===== src/rtl/ble_pkg.sv =====
// ----------------------------------------------------------------------------
// ble_pkg: shared types for the bounded list engine
// command and response beats, status codes, controller to datapath link
// ----------------------------------------------------------------------------
package ble_pkg;

  typedef enum logic [2:0] {
    CMD_PUSH_BACK    = 3'd0,
    CMD_PUSH_FRONT   = 3'd1,
    CMD_POP_BACK     = 3'd2,
    CMD_POP_FRONT    = 3'd3,
    CMD_FIND         = 3'd4,
    CMD_INSERT_AFTER = 3'd5,
    CMD_ERASE_AFTER  = 3'd6,
    CMD_CLEAR        = 3'd7
  } ble_cmd_e;

  typedef enum logic [1:0] {
    ST_OK    = 2'd0,
    ST_FULL  = 2'd1,
    ST_EMPTY = 2'd2
  } ble_status_e;

  localparam int unsigned LenW = 5;

  typedef struct packed {
    ble_cmd_e           cmd;
    logic signed [31:0] value;
  } ble_req_t;

  typedef struct packed {
    ble_status_e     status;
    logic            found;
    logic [LenW-1:0] length;
  } ble_rsp_t;

  // datapath operations issued by the controller
  typedef enum logic [3:0] {
    DP_NOP,
    DP_PUSH_BACK,
    DP_PUSH_FRONT,
    DP_DROP_BACK,
    DP_DROP_FRONT,
    DP_READ_HEAD,
    DP_COPY_PREV,
    DP_INSERT_HEAD,
    DP_COPY_NEXT,
    DP_WRITE_SOLE,
    DP_CLEAR,
    DP_SCAN
  } dp_op_e;

  typedef struct packed {
    logic   load;
    dp_op_e op;
  } dp_cmd_t;

  typedef struct packed {
    logic            full;
    logic            empty;
    logic            single;
    logic            scan_done;
    logic            found;
    logic [LenW-1:0] length;
  } dp_stat_t;

endpackage


===== src/rtl/ble_stream_if.sv =====
// ----------------------------------------------------------------------------
// ble_stream_if: valid/ready channel
// one beat moves when valid and ready are both high at a rising edge
// ----------------------------------------------------------------------------
interface ble_stream_if #(
  parameter type T = logic
);
  logic valid;
  logic ready;
  T     data;

  modport source (output valid, output data, input ready);
  modport sink   (input valid, input data, output ready);
endinterface


===== src/rtl/ble_datapath.sv =====
// ----------------------------------------------------------------------------
// ble_datapath: list storage and pointers
// circular buffer with head pointer and count, one write and one read port
// ----------------------------------------------------------------------------
module ble_datapath #(
  parameter int unsigned DEPTH = 16
) (
  input  logic               clk_i,
  input  logic               rst_ni,
  input  logic signed [31:0] value_i,
  input  ble_pkg::dp_cmd_t   dp_cmd_i,
  output ble_pkg::dp_stat_t  dp_stat_o
);
  import ble_pkg::*;

  localparam int unsigned AW = $clog2(DEPTH);
  localparam int unsigned CW = $clog2(DEPTH + 1);
  localparam logic [AW-1:0] LAST    = AW'(DEPTH - 1);
  localparam logic [CW-1:0] DEPTH_C = CW'(DEPTH);

  logic signed [31:0] mem [DEPTH];

  logic [AW-1:0]      head_q, head_d;
  logic [CW-1:0]      count_q, count_d;
  logic [AW-1:0]      ptr_q, ptr_d;
  logic [CW-1:0]      scan_cnt_q, scan_cnt_d;
  logic               rd_vld_q, rd_vld_d;
  logic               found_q, found_d;
  logic signed [31:0] key_q, key_d;
  logic signed [31:0] rd_q;

  logic               wr_en, rd_en;
  logic [AW-1:0]      wr_addr, rd_addr;
  logic signed [31:0] wr_data;
  logic [CW+4:0]      cnt_ext;

  function automatic logic [AW-1:0] addr_inc(input logic [AW-1:0] a);
    return (a == LAST) ? '0 : a + AW'(1);
  endfunction

  function automatic logic [AW-1:0] addr_dec(input logic [AW-1:0] a);
    return (a == '0) ? LAST : a - AW'(1);
  endfunction

  function automatic logic [AW-1:0] addr_add(input logic [AW-1:0] a,
                                             input logic [AW-1:0] b);
    logic [AW:0] s;
    s = {1'b0, a} + {1'b0, b};
    if (s >= (AW+1)'(DEPTH)) begin
      s = s - (AW+1)'(DEPTH);
    end
    return s[AW-1:0];
  endfunction

  always_comb begin
    head_d     = head_q;
    count_d    = count_q;
    ptr_d      = ptr_q;
    scan_cnt_d = scan_cnt_q;
    rd_vld_d   = 1'b0;
    found_d    = found_q;
    key_d      = key_q;
    wr_en      = 1'b0;
    wr_addr    = head_q;
    wr_data    = key_q;
    rd_en      = 1'b0;
    rd_addr    = head_q;

    // compare the word read in the previous cycle
    if (rd_vld_q && (rd_q == key_q)) begin
      found_d = 1'b1;
    end

    unique case (dp_cmd_i.op)
      DP_NOP: begin
      end
      DP_PUSH_BACK: begin
        wr_en   = 1'b1;
        wr_addr = addr_add(head_q, count_q[AW-1:0]);
        count_d = count_q + CW'(1);
      end
      DP_PUSH_FRONT: begin
        wr_en   = 1'b1;
        wr_addr = addr_dec(head_q);
        head_d  = addr_dec(head_q);
        count_d = count_q + CW'(1);
      end
      DP_DROP_BACK: begin
        count_d = count_q - CW'(1);
      end
      DP_DROP_FRONT: begin
        head_d  = addr_inc(head_q);
        count_d = count_q - CW'(1);
      end
      DP_READ_HEAD: begin
        rd_en   = 1'b1;
        rd_addr = head_q;
      end
      DP_COPY_PREV: begin
        // first element moves one slot toward the front
        wr_en   = 1'b1;
        wr_addr = addr_dec(head_q);
        wr_data = rd_q;
      end
      DP_INSERT_HEAD: begin
        wr_en   = 1'b1;
        wr_addr = head_q;
        head_d  = addr_dec(head_q);
        count_d = count_q + CW'(1);
      end
      DP_COPY_NEXT: begin
        // first element overwrites the second, which is dropped
        wr_en   = 1'b1;
        wr_addr = addr_inc(head_q);
        wr_data = rd_q;
        head_d  = addr_inc(head_q);
        count_d = count_q - CW'(1);
      end
      DP_WRITE_SOLE: begin
        wr_en   = 1'b1;
        wr_addr = head_q;
        count_d = CW'(1);
      end
      DP_CLEAR: begin
        count_d = '0;
      end
      DP_SCAN: begin
        if (scan_cnt_q != count_q) begin
          rd_en      = 1'b1;
          rd_addr    = ptr_q;
          ptr_d      = addr_inc(ptr_q);
          scan_cnt_d = scan_cnt_q + CW'(1);
          rd_vld_d   = 1'b1;
        end
      end
      default: begin
      end
    endcase

    if (dp_cmd_i.load) begin
      key_d      = value_i;
      ptr_d      = head_q;
      scan_cnt_d = '0;
      found_d    = 1'b0;
    end
  end

  always_ff @(posedge clk_i) begin
    if (wr_en) begin
      mem[wr_addr] <= wr_data;
    end
    if (rd_en) begin
      rd_q <= mem[rd_addr];
    end
  end

  always_ff @(posedge clk_i or negedge rst_ni) begin
    if (!rst_ni) begin
      head_q     <= '0;
      count_q    <= '0;
      scan_cnt_q <= '0;
      rd_vld_q   <= 1'b0;
      found_q    <= 1'b0;
    end else begin
      head_q     <= head_d;
      count_q    <= count_d;
      scan_cnt_q <= scan_cnt_d;
      rd_vld_q   <= rd_vld_d;
      found_q    <= found_d;
    end
  end

  always_ff @(posedge clk_i) begin
    ptr_q <= ptr_d;
    key_q <= key_d;
  end

  assign cnt_ext = (CW+5)'(count_q);

  assign dp_stat_o.full      = (count_q == DEPTH_C);
  assign dp_stat_o.empty     = (count_q == '0);
  assign dp_stat_o.single    = (count_q == CW'(1));
  assign dp_stat_o.scan_done = (scan_cnt_q == count_q) && !rd_vld_q;
  assign dp_stat_o.found     = found_q;
  assign dp_stat_o.length    = cnt_ext[LenW-1:0];

endmodule


===== src/rtl/ble_ctrl.sv =====
// ----------------------------------------------------------------------------
// ble_ctrl: command sequencer
// decodes one command, steps the datapath, holds the response register
// ----------------------------------------------------------------------------
module ble_ctrl (
  input  logic              clk_i,
  input  logic              rst_ni,
  input  logic              in_valid_i,
  output logic              in_ready_o,
  input  ble_pkg::ble_cmd_e in_cmd_i,
  output logic              out_valid_o,
  input  logic              out_ready_i,
  output ble_pkg::ble_rsp_t out_rsp_o,
  output ble_pkg::dp_cmd_t  dp_cmd_o,
  input  ble_pkg::dp_stat_t dp_stat_i
);
  import ble_pkg::*;

  typedef enum logic [2:0] {
    S_IDLE,
    S_EXEC,
    S_INS_PREV,
    S_INS_HEAD,
    S_ERS_COPY,
    S_FIND,
    S_RESP
  } state_e;

  state_e      state_q, state_d;
  ble_cmd_e    cmd_q;
  ble_status_e status_q, status_d;
  logic        out_valid_q;
  ble_rsp_t    rsp_q;
  logic        in_acc;
  logic        rsp_load;

  assign in_ready_o = (state_q == S_IDLE);
  assign in_acc     = in_valid_i && in_ready_o;
  assign rsp_load   = (state_q == S_RESP) && (!out_valid_q || out_ready_i);

  always_comb begin
    state_d       = state_q;
    status_d      = status_q;
    dp_cmd_o.load = in_acc;
    dp_cmd_o.op   = DP_NOP;

    unique case (state_q)
      S_IDLE: begin
        if (in_acc) begin
          state_d = S_EXEC;
        end
      end
      S_EXEC: begin
        status_d = ST_OK;
        state_d  = S_RESP;
        unique case (cmd_q)
          CMD_PUSH_BACK: begin
            if (dp_stat_i.full) status_d = ST_FULL;
            else dp_cmd_o.op = DP_PUSH_BACK;
          end
          CMD_PUSH_FRONT: begin
            if (dp_stat_i.full) status_d = ST_FULL;
            else dp_cmd_o.op = DP_PUSH_FRONT;
          end
          CMD_POP_BACK: begin
            if (dp_stat_i.empty) status_d = ST_EMPTY;
            else dp_cmd_o.op = DP_DROP_BACK;
          end
          CMD_POP_FRONT: begin
            if (dp_stat_i.empty) status_d = ST_EMPTY;
            else dp_cmd_o.op = DP_DROP_FRONT;
          end
          CMD_FIND: begin
            dp_cmd_o.op = DP_SCAN;
            state_d     = S_FIND;
          end
          CMD_INSERT_AFTER: begin
            if (dp_stat_i.full) begin
              status_d = ST_FULL;
            end else if (dp_stat_i.empty) begin
              // empty list: value becomes the sole element
              dp_cmd_o.op = DP_WRITE_SOLE;
            end else begin
              dp_cmd_o.op = DP_READ_HEAD;
              state_d     = S_INS_PREV;
            end
          end
          CMD_ERASE_AFTER: begin
            if (dp_stat_i.empty || dp_stat_i.single) begin
              status_d = ST_EMPTY;
            end else begin
              dp_cmd_o.op = DP_READ_HEAD;
              state_d     = S_ERS_COPY;
            end
          end
          CMD_CLEAR: begin
            dp_cmd_o.op = DP_CLEAR;
          end
          default: begin
          end
        endcase
      end
      S_INS_PREV: begin
        dp_cmd_o.op = DP_COPY_PREV;
        state_d     = S_INS_HEAD;
      end
      S_INS_HEAD: begin
        dp_cmd_o.op = DP_INSERT_HEAD;
        state_d     = S_RESP;
      end
      S_ERS_COPY: begin
        dp_cmd_o.op = DP_COPY_NEXT;
        state_d     = S_RESP;
      end
      S_FIND: begin
        dp_cmd_o.op = DP_SCAN;
        if (dp_stat_i.scan_done) begin
          state_d = S_RESP;
        end
      end
      S_RESP: begin
        if (rsp_load) begin
          state_d = S_IDLE;
        end
      end
      default: begin
        state_d = S_IDLE;
      end
    endcase
  end

  always_ff @(posedge clk_i or negedge rst_ni) begin
    if (!rst_ni) begin
      state_q     <= S_IDLE;
      status_q    <= ST_OK;
      out_valid_q <= 1'b0;
    end else begin
      state_q  <= state_d;
      status_q <= status_d;
      if (rsp_load) begin
        out_valid_q <= 1'b1;
      end else if (out_ready_i) begin
        out_valid_q <= 1'b0;
      end
    end
  end

  always_ff @(posedge clk_i) begin
    if (in_acc) begin
      cmd_q <= in_cmd_i;
    end
    if (rsp_load) begin
      rsp_q.status <= status_q;
      rsp_q.found  <= dp_stat_i.found;
      rsp_q.length <= dp_stat_i.length;
    end
  end

  assign out_valid_o = out_valid_q;
  assign out_rsp_o   = rsp_q;

endmodule


===== src/rtl/bounded_list_engine.sv =====
// ----------------------------------------------------------------------------
// bounded_list_engine: ordered list of up to DEPTH signed 32-bit values
// one command beat in, one response beat out
// ----------------------------------------------------------------------------
// usage
//   in_i  : command beat (cmd, value); accepted when valid and ready are high
//   out_o : response beat (status, found, length); length is the count mod 32
//   commands are taken one at a time; in_i.ready is high while the sequencer
//   is idle, even if the previous response is still waiting on out_o
// datapath steps of each command, in order
//   push, pop, clear, failed insert or erase : update or status check only
//   erase after first                        : head read, copy
//   insert after first                       : head read, copy, write
//   find over the held entries               : one memory read a cycle
//   the response turns valid in the same cycle that input ready returns
//   the single-port-read storage memory sets the find and insert steps
// reset
//   the list is empty at once, no clearing pass; storage contents are left
//   as they are and are only read after being written
// stall
//   a response held by out_o.ready keeps the sequencer in its response state
// ----------------------------------------------------------------------------
module bounded_list_engine #(
  parameter int unsigned DEPTH = 16
) (
  input  logic                clk_i,
  input  logic                rst_ni,
  ble_stream_if.sink          in_i,
  ble_stream_if.source        out_o
);
  import ble_pkg::*;

  // controller to datapath link
  dp_cmd_t  dp_cmd;
  dp_stat_t dp_stat;

  ble_ctrl u_ctrl (
    .clk_i       (clk_i),
    .rst_ni      (rst_ni),
    .in_valid_i  (in_i.valid),
    .in_ready_o  (in_i.ready),
    .in_cmd_i    (in_i.data.cmd),
    .out_valid_o (out_o.valid),
    .out_ready_i (out_o.ready),
    .out_rsp_o   (out_o.data),
    .dp_cmd_o    (dp_cmd),
    .dp_stat_i   (dp_stat)
  );

  // circular buffer: head pointer plus count, so front pushes and pops
  // and the after-first edits move at most one word
  ble_datapath #(
    .DEPTH (DEPTH)
  ) u_datapath (
    .clk_i     (clk_i),
    .rst_ni    (rst_ni),
    .value_i   (in_i.data.value),
    .dp_cmd_i  (dp_cmd),
    .dp_stat_o (dp_stat)
  );

endmodule


===== src/flat_wrapper.sv =====
// flat-port wrapper written by rule: the top's interface ports become plain ports
module bounded_list_engine_flat import ble_pkg::*;
#(
  parameter int unsigned DEPTH = 16
)
  (clk_i, rst_ni, in_i_valid, in_i_data, in_i_ready, out_o_valid, out_o_data, out_o_ready);
  ble_stream_if #(.T(ble_req_t)) in_i_i ();
  ble_stream_if #(.T(ble_rsp_t)) out_o_i ();
  input  logic clk_i;
  input  logic rst_ni;
  input wire logic [$bits(in_i_i.valid)-1:0] in_i_valid;
  input wire logic [$bits(in_i_i.data)-1:0] in_i_data;
  output wire logic [$bits(in_i_i.ready)-1:0] in_i_ready;
  output wire logic [$bits(out_o_i.valid)-1:0] out_o_valid;
  output wire logic [$bits(out_o_i.data)-1:0] out_o_data;
  input wire logic [$bits(out_o_i.ready)-1:0] out_o_ready;
  assign in_i_i.valid = in_i_valid;
  assign in_i_i.data = in_i_data;
  assign in_i_ready = in_i_i.ready;
  assign out_o_valid = out_o_i.valid;
  assign out_o_data = out_o_i.data;
  assign out_o_i.ready = out_o_ready;
  bounded_list_engine #(.DEPTH(DEPTH)) u_core (.clk_i(clk_i), .rst_ni(rst_ni), .in_i(in_i_i), .out_o(out_o_i));
endmodule

===== config.mk =====
export PLATFORM = sky130hd
export DESIGN_NAME = bounded_list_engine_flat
export DESIGN_NICKNAME = d
export VERILOG_FILES = /design/src/rtl/ble_pkg.sv /design/src/rtl/ble_stream_if.sv /design/src/rtl/ble_datapath.sv /design/src/rtl/ble_ctrl.sv /design/src/rtl/bounded_list_engine.sv /design/src/flat_wrapper.sv
export SDC_FILE = /design/constraint.sdc
export NUM_CORES = 1
export LEC_CHECK = 0
export BUFFER_PORTS_ARGS = -buffer_cell sky130_fd_sc_hd__buf_2
export CORE_MARGIN = 1
export CORE_UTILIZATION = 45
export CTS_CLUSTER_SIZE = 8
export DETAILED_ROUTE_END_ITERATION = 10
export PLACE_DENSITY_LB_ADDON = 0.25
export SYNTH_ARGS = -nofsm -noshare
export SYNTH_HDL_FRONTEND = slang
export SYNTH_SLANG_ARGS = --single-unit
export TNS_END_PERCENT = 20

===== constraint.sdc =====
create_clock -name clk_i -period 6.2 [get_ports clk_i]
set_input_delay 0.62 -clock clk_i [delete_from_list [all_inputs] [get_ports clk_i]]
set_output_delay 0.62 -clock clk_i [all_outputs]
set_load 0.03 [all_outputs]

Word level (Yosys, flattened, before mapping)
Memory sizes are Yosys's and may differ from the RTL's. A register that Yosys moved wholly into a read port is not among the register bits.
Cells that the tools add are included.
Widths: inputs -> output; s select.

word-level totals
  logic and storage cells = 135
  memories = 1
  register bits = 69
  output and inout port bits = 10
  input port bits = 39
  memory bits (writable) = 512

memories
  name                   words  bits a word  read ports  clocked after Yosys merged registers in  wr ports  line                source
  u_core.u_datapath.mem  16     32           1           1                                        1         ble_datapath.sv:21  logic signed [31:0] mem [DEPTH];

cells by class
  mux-type cells = 47
  magnitude comparators = 1
  equality and inequality tests = 34
  reductions and logical operators = 30
  add/sub/neg operators = 8

operators by type and width
  cell                 count
  $mux 4               11
  $eq 32x32->1         1
  $mux 32              1
  $pmux 4 s8           1
  $eq 4x4->1 const B   6
  $eq 3x3->1 const B   7
  $mux 3               7
  $pmux 4 s5           1
  $pmux 5 s4           1
  $pmux 3 s6           1
  $eq 4x3->1 const B   4
  $mux 5               3
  $eq 3x2->1 const B   4
  $pmux 4 s3           1
  $reduce_or 2->1      6
  $mux 1               11
  $add 5x1->5 const B  2
  $mux 2               5
  $reduce_bool 2->1    5
  $pmux 3 s3           1
  $reduce_or 3->1      3
  $add 4x1->4 const B  2
  $eq 4x2->1 const B   2
  $pmux 4 s2           1
  24 further kinds     33

Logic depth before layout (Yosys ltp)
Gate-level depths: netlist of the first run.

  depth after elaboration = 10
  gate-level depth with buffers = 17

By module
From an unflattened synthesis of the first run, not the netlist that was laid out.

unflattened totals
  cell total of the unflattened synthesis = 1480
  area total of the unflattened synthesis = 24948.9 µm²

by module, submodules not included
  module        cells each  seq. area each (µm²)  area each (µm²)  times used
  ble_datapath  1399        17817.1               24053.1          1
  ble_ctrl      81          480.5                 895.9            1

Worst setup path after synthesis of the first run
No wires, ideal clock.

  kind = flip-flop to flip-flop
  start = register u_core.u_datapath.count_q[1]
  end = memory u_core.u_datapath.mem[0][0], enable pin
  setup slack = 1273 ps
  arrival time = 4506 ps
  cell stages (with the launch flop) = 12
  required time = 5779 ps
  period minus slack after synthesis = 4927 ps
  path through = dfrtp_1 inv_1 ha_1 or4b_4 a31oi_4 nor3_1 or4_1 a21boi_1 o22ai_1 a211o_1 or2_1 nor2_1

between the ends
  longest elaborated chain between the ends = 10

RTL lines
  item                                                  line                                      source
  from (decl)                                           ble_datapath.sv:24                        logic [CW-1:0] count_q, count_d;
  from (signal assigned)                                ble_datapath.sv:166                       count_q <= count_d;
  $eq 5x1->1 / $logic_not 5->1 (equally long branches)  ble_datapath.sv:182, ble_datapath.sv:181
  $logic_or 1x1->1 / $mux 4 (equally long branches)     ble_ctrl.sv:89, ble_ctrl.sv:80
  $mux 3 / $mux 4 (equally long branches)               ble_ctrl.sv:89, ble_ctrl.sv:78
  $pmux 4 s8                                            ble_ctrl.sv:56                            unique case (cmd_q)
  $pmux 4 s5                                            ble_ctrl.sv:47                            unique case (state_q)
  $eq 4x1->1, or another cell as far along              ble_datapath.sv:74                        unique case (dp_cmd_i.op)
  $reduce_or 6->1 (no line)                             -
  $mux 1                                                ble_datapath.sv:74
  $mux 1                                                ble_datapath.sv:149                       if (wr_en) begin
  $mux 1 (implied by the code)                          ble_datapath.sv:150                       mem[wr_addr] <= wr_data;
  to (decl)                                             ble_datapath.sv:21

Parallel ways exist; a longest one is shown, timed or not.

Worst setup path in the final report of the first run
  start = register u_core.u_datapath.count_q[1]
  end = memory u_core.u_datapath.mem[0][26], enable pin

Same word-level chain as after synthesis.

==> metrics.md, run 1 <==
| Metric | Value |
|---|---|
| Post-Syn Area | between 20000 and 30000 um^2 |
| Total Routing Usage GR | 22.5% |
| Slack of the critical path | approximately 1000 ps |
| HPWL after DPL | ~36000 um |
| Hold WS | roughly 190 ps |
| Ys Warns | 0 |
| DR WL/cell | ~25 um |
| Pre-CTS WS | around 1100 ps |
| Clock buffer count from CTS | 86 |
| CTS tree | yes |
| Clk buf depth | 3 |
| CTS resizes | 0 |
| Slew @ Worst Pin | about 1000 ps |
| Vias in the first global route | 15300 |
| Gp weighted congestion | between 0.8 and 0.9 |
| First-pass GRT wire length | a little under 100000 um |
| Max-Cap Viols | 0 |
| #FFs+latches synth | slightly above 600 |
| Worst Path Arrival | between 5000 and 6000 ps |
| Vias per std cell | 6.02 |
| Clock Skew | between 30 and 40 ps |
| Latest clock arrival within the worst-skew pair | roughly 620 ps |
| Met2 WL post-DR | between 30000 and 40000 um |
| Detail Route Antenna Nets | 0 |
| CP Class | reg -> reg |
| Ports | 49 |
| Synth Instances | 1745 |
| Post-synth EDFFs | a little under 600 |
| Die Y | 241 um |
| Fin crit share | a little over four fifths |
| Post-Syn Nets | 1799 |
| Initial drt markers | roughly 1700 |
| H-tree levels | 3 |
| Core area | 56300 um^2 |
| Critical Path Start Type | register |
| Syn Area/Cell | 14.7 um^2 |
| Worst-path maximum fanout | 20 |
| Worst VDD drop | ~0.31 mV |
| RSZ-0062 raised after global routing | false |
| Port bufs | between 40 and 50 |
| Critical Path RT | ~6500 ps |
| Proportion of layout cells with a drive suffix above 1 | 14.5% |
| # DRC | 0 |
| Top routing layer in use | met4 |
| Max-slew violations | 0 |
| Die width | between 200 and 250 um |
| WL met3 | around 4200 um |
| Setup bufs post-CTS | 0 |
| Netlist cell types | 72 |
| Leakage | about 0.0098 uW |
| Row cnt | between 80 and 90 |
| Post-layout minimum cycle time | about 5200 ps |
| Worst Setup End Kind | register |
| Most common cell after layout, fill and taps aside | edfxtp_1 |
| Setup total negative slack | 0 ps |
| Flop-to-flop setup slack | ~1000 ps |
| Drt first pass iters | 7 |
| Vias | roughly 16000 |
| Gr ovfl total | 0 |
| Largest net degree at the start of global routing | 77 |
| Fin. Hold Viols | 0 |
| Status | finished clean |
| Top FF cell, synth | edfxtp_1 |
| DIE AREA | ~58000 um^2 |
| Initial Util | a little under half |
| Clock transition at path regs | around 50 ps |
| Leading cell types in the layout, fill and taps excluded | edfxtp_1, a21oi_1, nand3_1 |
| # setup viols final | 0 |
| P per Cell Area | roughly 550 nW/um^2 |
| Routed WL | approximately 64000 um |
| Area growth from synthesis to layout | 14.5% |
| Slew margin rel. | between 30% and 40% |
| Asr flop ratio synth | under 10% |
| Total clock sinks | around 610 |
| Register area share after synthesis | 71.5% |
| Initial antenna violation count | 1 |
| FMAX | ~0.19 GHz |
| Final #Nets | around 1900 |
| WL met1 | 27200 um |
| Hold WC Path Type | in -> reg |
| Root buf cell | clkbuf_16 |
| Antenna Cells | 0 |
[cell usage after synthesis (6+ instances only)]
cell / instances / area share, %
o21ai_0: 122 / 2.4
mux2_2: 34 / 1.5
nand4_1: 11 / 0.27
nor3_1: 10 / 0.20
dfrtp_1: 22 / 2.2
ha_1: 14 / 0.68
nand3_1: 138 / 2.7
a31oi_1: 7 / 0.17
buf_2: 37 / 0.72
o22ai_1: 74 / 1.8
nor2_1: 42 / 0.62
nor4_1: 6 / 0.15
nand2_1: 23 / 0.34
buf_1: 10 / 0.15
xor2_1: 14 / 0.48
a21oi_1: 148 / 2.9
buf_6: 7 / 0.31
xnor2_1: 36 / 1.2
nand2b_1: 10 / 0.24
edfxtp_1: 591 / 69
or3_1: 35 / 0.86
mux2i_1: 133 / 5.2
o21ai_1: 21 / 0.41
or4_1: 33 / 0.97
clkbuf_1: 59 / 0.87
inv_1: 16 / 0.23
[timing repair]
| action | CTS | global route |
|---|---|---|
| hold endpoints to repair | 15 | 0 |
| hold buffers | 1 | 0 |
| endpoints found under the setup margin | 0 | 0 |
[logic make-up after synthesis]
kind of cell	Yosys count	share of synthesized area [%]
buf+inv	130	2.29
compound gates	424	9.60
simple gates	345	7.43
mux	167	6.70
xor+xnor	50	1.71
flops	613	71.5
fa+ha+maj	16	0.801
[worst max-delay path: stages (launching register included)]
cell and delay (ps):
dfrtp_1 440, inv_1 190, ha_1 280, or4b_4 530, a31oi_1 320, a31oi_1 270, or4_1 510, a21boi_1 350
nor3_1 110, a211oi_1 350, nand2_1 340, nor2_4 720, buf_4 400
[metal layers]
| metal | vias to the layer above | global-route usage [%] |
|---|---|---|
| met2 | 618 | 36.1 |
| met5 | - | 0 |
| met3 | 124 | 4.08 |
| met4 | 0 | 7.60 |
| met1 | 7881 | 30.9 |
| li1 | 6986 | - |
[per-stage QoR]
step,instances,cell area [um^2],utilization [%],total power [uW]
after detailed placement,2482,27000,48.0,12000
after global routing,2591,29300,52.1,16800
after CTS,2591,29300,52.1,16100
after floorplan,1745,25600,-,10000
final,2591,29300,52.1,16000
after global placement,2482,27000,48.0,11800
[final timing paths]
check	depth (start not counted)	end	from
worst max-delay path	12	u_core.u_datapath.mem[0][26]	u_core.u_datapath.count_q[1]
worst min-delay path	1	u_core.u_datapath.key_q[30]	in_i_data[30]
worst max register to register	12	u_core.u_datapath.mem[0][26]	u_core.u_datapath.count_q[1]
worst min register to register	0	u_core.u_ctrl.out_rsp_o[7]	u_core.u_ctrl.status_q[1]
max in group asynchronous	2	u_core.u_datapath.found_q	rst_ni
min in group asynchronous	2	u_core.u_datapath.scan_cnt_q[2]	rst_ni
[layout make-up]
| type | count | area [um^2] |
|---|---|---|
| Fill cell | 4625 | 27000 |
| Sequential cell | 613 | 18300 |
| Multi-Input combinational cell | 1002 | 6960 |
| Clock buffer | 103 | 2260 |
| Tap cell | 756 | 946 |
| Timing Repair Buffer | 95 | 733 |
| Inverter | 17 | 63.8 |
| Clock inverter | 5 | 46.3 |
[flip-flops by register name, indices dropped and copies added, names as in the netlist]
| signal | count |
|---|---|
| u_core.u_datapath.key_q | 32 |
| u_core.u_datapath.found_q | 1 |
| u_core.u_datapath.head_q | 4 |
| u_core.u_datapath.count_q | 5 |
| u_core.u_ctrl.status_q | 2 |
| u_core.u_datapath.rd_q | 32 |
| u_core.u_ctrl.out_valid_o | 1 |
| u_core.u_ctrl.out_rsp_o | 8 |
| u_core.u_ctrl.state_q | 3 |
| u_core.u_datapath.rd_vld_q | 1 |
| u_core.u_datapath.ptr_q | 4 |
| u_core.u_datapath.mem | 512 |
| u_core.u_ctrl.cmd_q | 3 |
| u_core.u_datapath.scan_cnt_q | 5 |
[report_power, final]
group          total (uW)  switching (uW)  internal, uW
sequential           6510             346          6170
clock                4110            1600          2510
combinational        5380            3670          1710
total               16000            5620         10400
No activity file was read; power rests on OpenSTA's default activity.
==> run 2, diff against run 1 <==
ABC_AREA = 1   (was not set)
clock period = 5 ns   (was 6.2 ns; I/O delays follow)
==> run 2 against run 1 <==
Net effect:
- synthesized cell count grew 46%
- cell count grew 31%
- non-clock buffer count rose by 15
- maximum frequency grew 28%
- the flow now finishes with violations (DRC)
- wire length grew 10%
- count of clock-buffer cells in the layout shrank 6
==> metrics.md, run 2 <==
| Metric | Value |
|---|---|
| Status | complete, but fails checks |
| Violated checks | DRC |
| Synth top area share | 64.7% (-4.6 points) |
| Slew @ Worst Pin | 1050 ps (+10.3 ps) |
| Largest delay share family, worst path | simple AND/OR/NAND/NOR gates |
| Most common cell after layout, fill and taps aside | nand2_1 |
| Clk buf depth | 3 (unchanged) |
| Area of the multi-input gates | 7580 um^2 (+8.9%) |
| Biggest regs | u_core.u_datapath.mem x512, u_core.u_datapath.key_q x32, u_core.u_datapath.rd_q x32 |
| Setup bufs post-CTS | 0 (unchanged) |
| Clock Skew | 27.3 ps (-7.61 ps) |
| Slew margin rel. | 30.1% (-0.52 points) |
| DR WL/cell | 20.6 um (-16%) |
| Routed WL | 70100 um (+10%) |
| Max-Cap Viols | 0 (unchanged) |
| Fill cells | 5164 (+12%) |
| Gr ovfl total | 0 (unchanged) |
| Fin. Hold Viols | 0 (unchanged) |
| HPWL after DPL | 36900 um (+1.2%) |
| CP cell instances | inv_1 > ha_1 > nand3_2 > a21oi_1 > nand3_1 > nand2_1 > nand2_2 > nor2_1 > nand2_1 > nand3_1 > nor2_1 > nor2_1 > nand2_1 > nor2_4 > buf_4 |
| Register area share after synthesis | 66.7% (-4.7 points) |
| P per Cell Area | 679 nW/um^2 (+24%) |
| Syn Area/Cell | 10.7 um^2 (-27%) |
| Vias | 18800 (+20%) |
| Synth Instances | 2554 (+46%) |
| Hold WC Path Type | in -> reg |
| Slowest CP cell | nor2_4 |
| Critical Path Start Type | register |
| Post-Syn Area | 27400 um^2 (+7.1%) |
| Antenna Cells | 0 (unchanged) |
| CTS tree | yes |
| Gp weighted congestion | 0.858 (+2.7%) |
| Core area | 60200 um^2 (+7.1%) |
| Most frequent cell after synthesis | nand2_1 |
| Post-Syn Nets | 2608 (+45%) |
| H-tree levels | 3 (unchanged) |
| Die Y | 249 um (+3.4%) |
| Vias in the first global route | 18300 (+20%) |
| Post-layout util | 51.6% (-0.44 points) |
| CP Class | reg -> reg |
| Slowest Stage Delay on Critical Path | 640 ps (-80 ps) |
| Ys Warns | 0 (unchanged) |
| # setup viols final | 0 (unchanged) |
| Clock transition at path regs | 50 ps (about the same) |
| Leakage | 0.0124 uW (+27%) |
| Worst Path Arrival | 4390 ps (-1080 ps) |
| Area leader, netlist | edfxtp_1 |
| Post-layout minimum cycle time | 4070 ps (-1120 ps) |
| Vias per std cell | 5.51 (-8.6%) |
| DIE AREA | 61900 um^2 (+7.0%) |
| Post-synth EDFFs | 591 (unchanged) |
| Latest clock arrival within the worst-skew pair | 630 ps (about the same) |
| Worst Setup End Kind | register |
| First-pass GRT wire length | 108000 um (+12%) |
| Largest register by flop count | u_core.u_datapath.mem |
| Proportion of layout cells with a drive suffix above 1 | 10.0% (-4.5 points) |
| Worst-path maximum fanout | 15 (-25%) |
| Most frequent cells after synthesis | nand2_1, edfxtp_1, nand3_1 |
| Top FF cell, synth | edfxtp_1 |
| Asr flop ratio synth | 3.59% (unchanged) |
| Port bufs | 48 (unchanged) |
| Root buf cell | clkbuf_16 |
| CTS resizes | 0 (unchanged) |
| Area growth from synthesis to layout | 13.5% |
| Reg area | 18300 um^2 (unchanged) |
| CTS Hold Bufs | 1 (unchanged) |
| Total clock sinks | 613 (unchanged) |
| CP bufs+invs | 2 (unchanged) |
| Netlist cell types | 44 (-39%) |
| Setup total negative slack | 0 ps (unchanged) |
| RSZ-0062 raised after global routing | false |
| Critical Path RT | 5310 ps (-1160 ps) |
| Largest net degree at the start of global routing | 143 (+86%) |
| Total Routing Usage GR | 22.8% (+0.31 points) |
| Detail Route Antenna Nets | 0 (unchanged) |
| Row cnt | 90 (+3.4%) |
| Final #Nets | 2664 (+43%) |
| Ports | 49 (unchanged) |
| Die width | 249 um (+3.4%) |
| FMAX | 0.246 GHz (+28%) |
| Fin crit share | 81.4% (-2.4 points) |
| Synth top area cells | edfxtp_1, nand3_1, nand2_1, inv_1, dfrtp_1 |
| Drt first pass iters | 8 (+1) |
| Clock buffer count from CTS | 86 (unchanged) |
| #FFs+latches synth | 613 (unchanged) |
| Initial antenna violation count | 0 (-1) |
| Largest register FFs | 512 (unchanged) |
| # DRC | 1 (+1) |
| Max-slew violations | 0 (unchanged) |
| Initial drt markers | 1966 (+16%) |
| Worst VDD drop | 0.539 mV (+72%) |
| Leading cell types in the layout, fill and taps excluded | nand2_1, edfxtp_1, nand3_1 |
| Initial Util | 45.5% (about the same) |
-- run 2: layout make-up --
type	count	share of cell area, %
clock buffers	97	7.12
clock inverters	6	0.290
inverters	266	3.21
multi-input cells	1533	24.4
flip-flops and latches	613	58.8
well taps	782	3.15
repair buffers	110	3.04
-- run 2: worst paths after layout --
| path | start | end | slack (ps) | depth (start not counted) |
|---|---|---|---|---|
| hold / removal | in_i_data[2] | u_core.u_datapath.key_q[2] | 40 | 1 |
| setup reg to reg | u_core.u_datapath.count_q[1] | u_core.u_datapath.mem[8][3] | 930 | 15 |
| min in group asynchronous | rst_ni | u_core.u_datapath.count_q[2] | 390 | 2 |
| max in group asynchronous | rst_ni | u_core.u_datapath.head_q[1] | 4250 | 2 |
| hold reg to reg | u_core.u_ctrl.status_q[1] | u_core.u_ctrl.out_rsp_o[7] | 460 | 0 |
| setup / recovery | u_core.u_datapath.count_q[1] | u_core.u_datapath.mem[8][3] | 930 | 15 |
-- run 2: power breakdown --
group	switching, uW	total, uW	internal (uW)
sequential	350	8040	7690
clock	2050	5140	3090
combinational	5770	7930	2160
-- run 2: cell families (layout without fill, tap and decap cells) --
kind of cell | count (synthesis) | after routing | share of synthesized area, %
DFF | 613 | 613 | 66.7
muxes | 7 | 7 | 0.288
xor gates and xnor gates | 44 | 44 | 1.41
buffers and inverters | 408 | 479 | 6.28
adders and majority gates | 15 | 15 | 0.712
and+or+nand+nor | 1395 | 1395 | 23.1
AOI/OAI and AO/OA | 72 | 72 | 1.47
-- run 2: routing by layer --
layer  routed length [um]  vias to the layer above  GRT usage (%)
li1                     -                     8787              -
met1                29900                     9102           30.5
met2                33000                      730           37.1
met3                 5190                      143           4.42
met4                 1960                        0           8.02
met5                    0                        -              0
-- run 2: worst register-to-register path: stages, from the launching register on --
cell and delay (ps):
dfrtp_1 440, inv_1 220, ha_1 280, nand3_2 130
a21oi_1 160, nand3_1 80, nand2_1 70, nand2_2 120
nor2_1 410, nand2_1 140, nand3_1 200, nor2_1 60
nor2_1 200, nand2_1 290, nor2_4 640, buf_4 310
-- run 2: per-stage QoR --
stage | total power, uW | hold WS (ps) | setup slack (ps) | cell area [um^2] | std cells
global placement | 15800 | 434 | 1070 | 28800 | 3303
global route | 22300 | 13.1 | 575 | 31100 | 3407
finish | 21100 | 39.7 | 929 | 31100 | 3407
CTS | 21200 | 8.69 | 923 | 31100 | 3407
detailed placement | 16000 | 435 | 963 | 28800 | 3303
floorplan | 13300 | 204 | 730 | 27400 | 2554
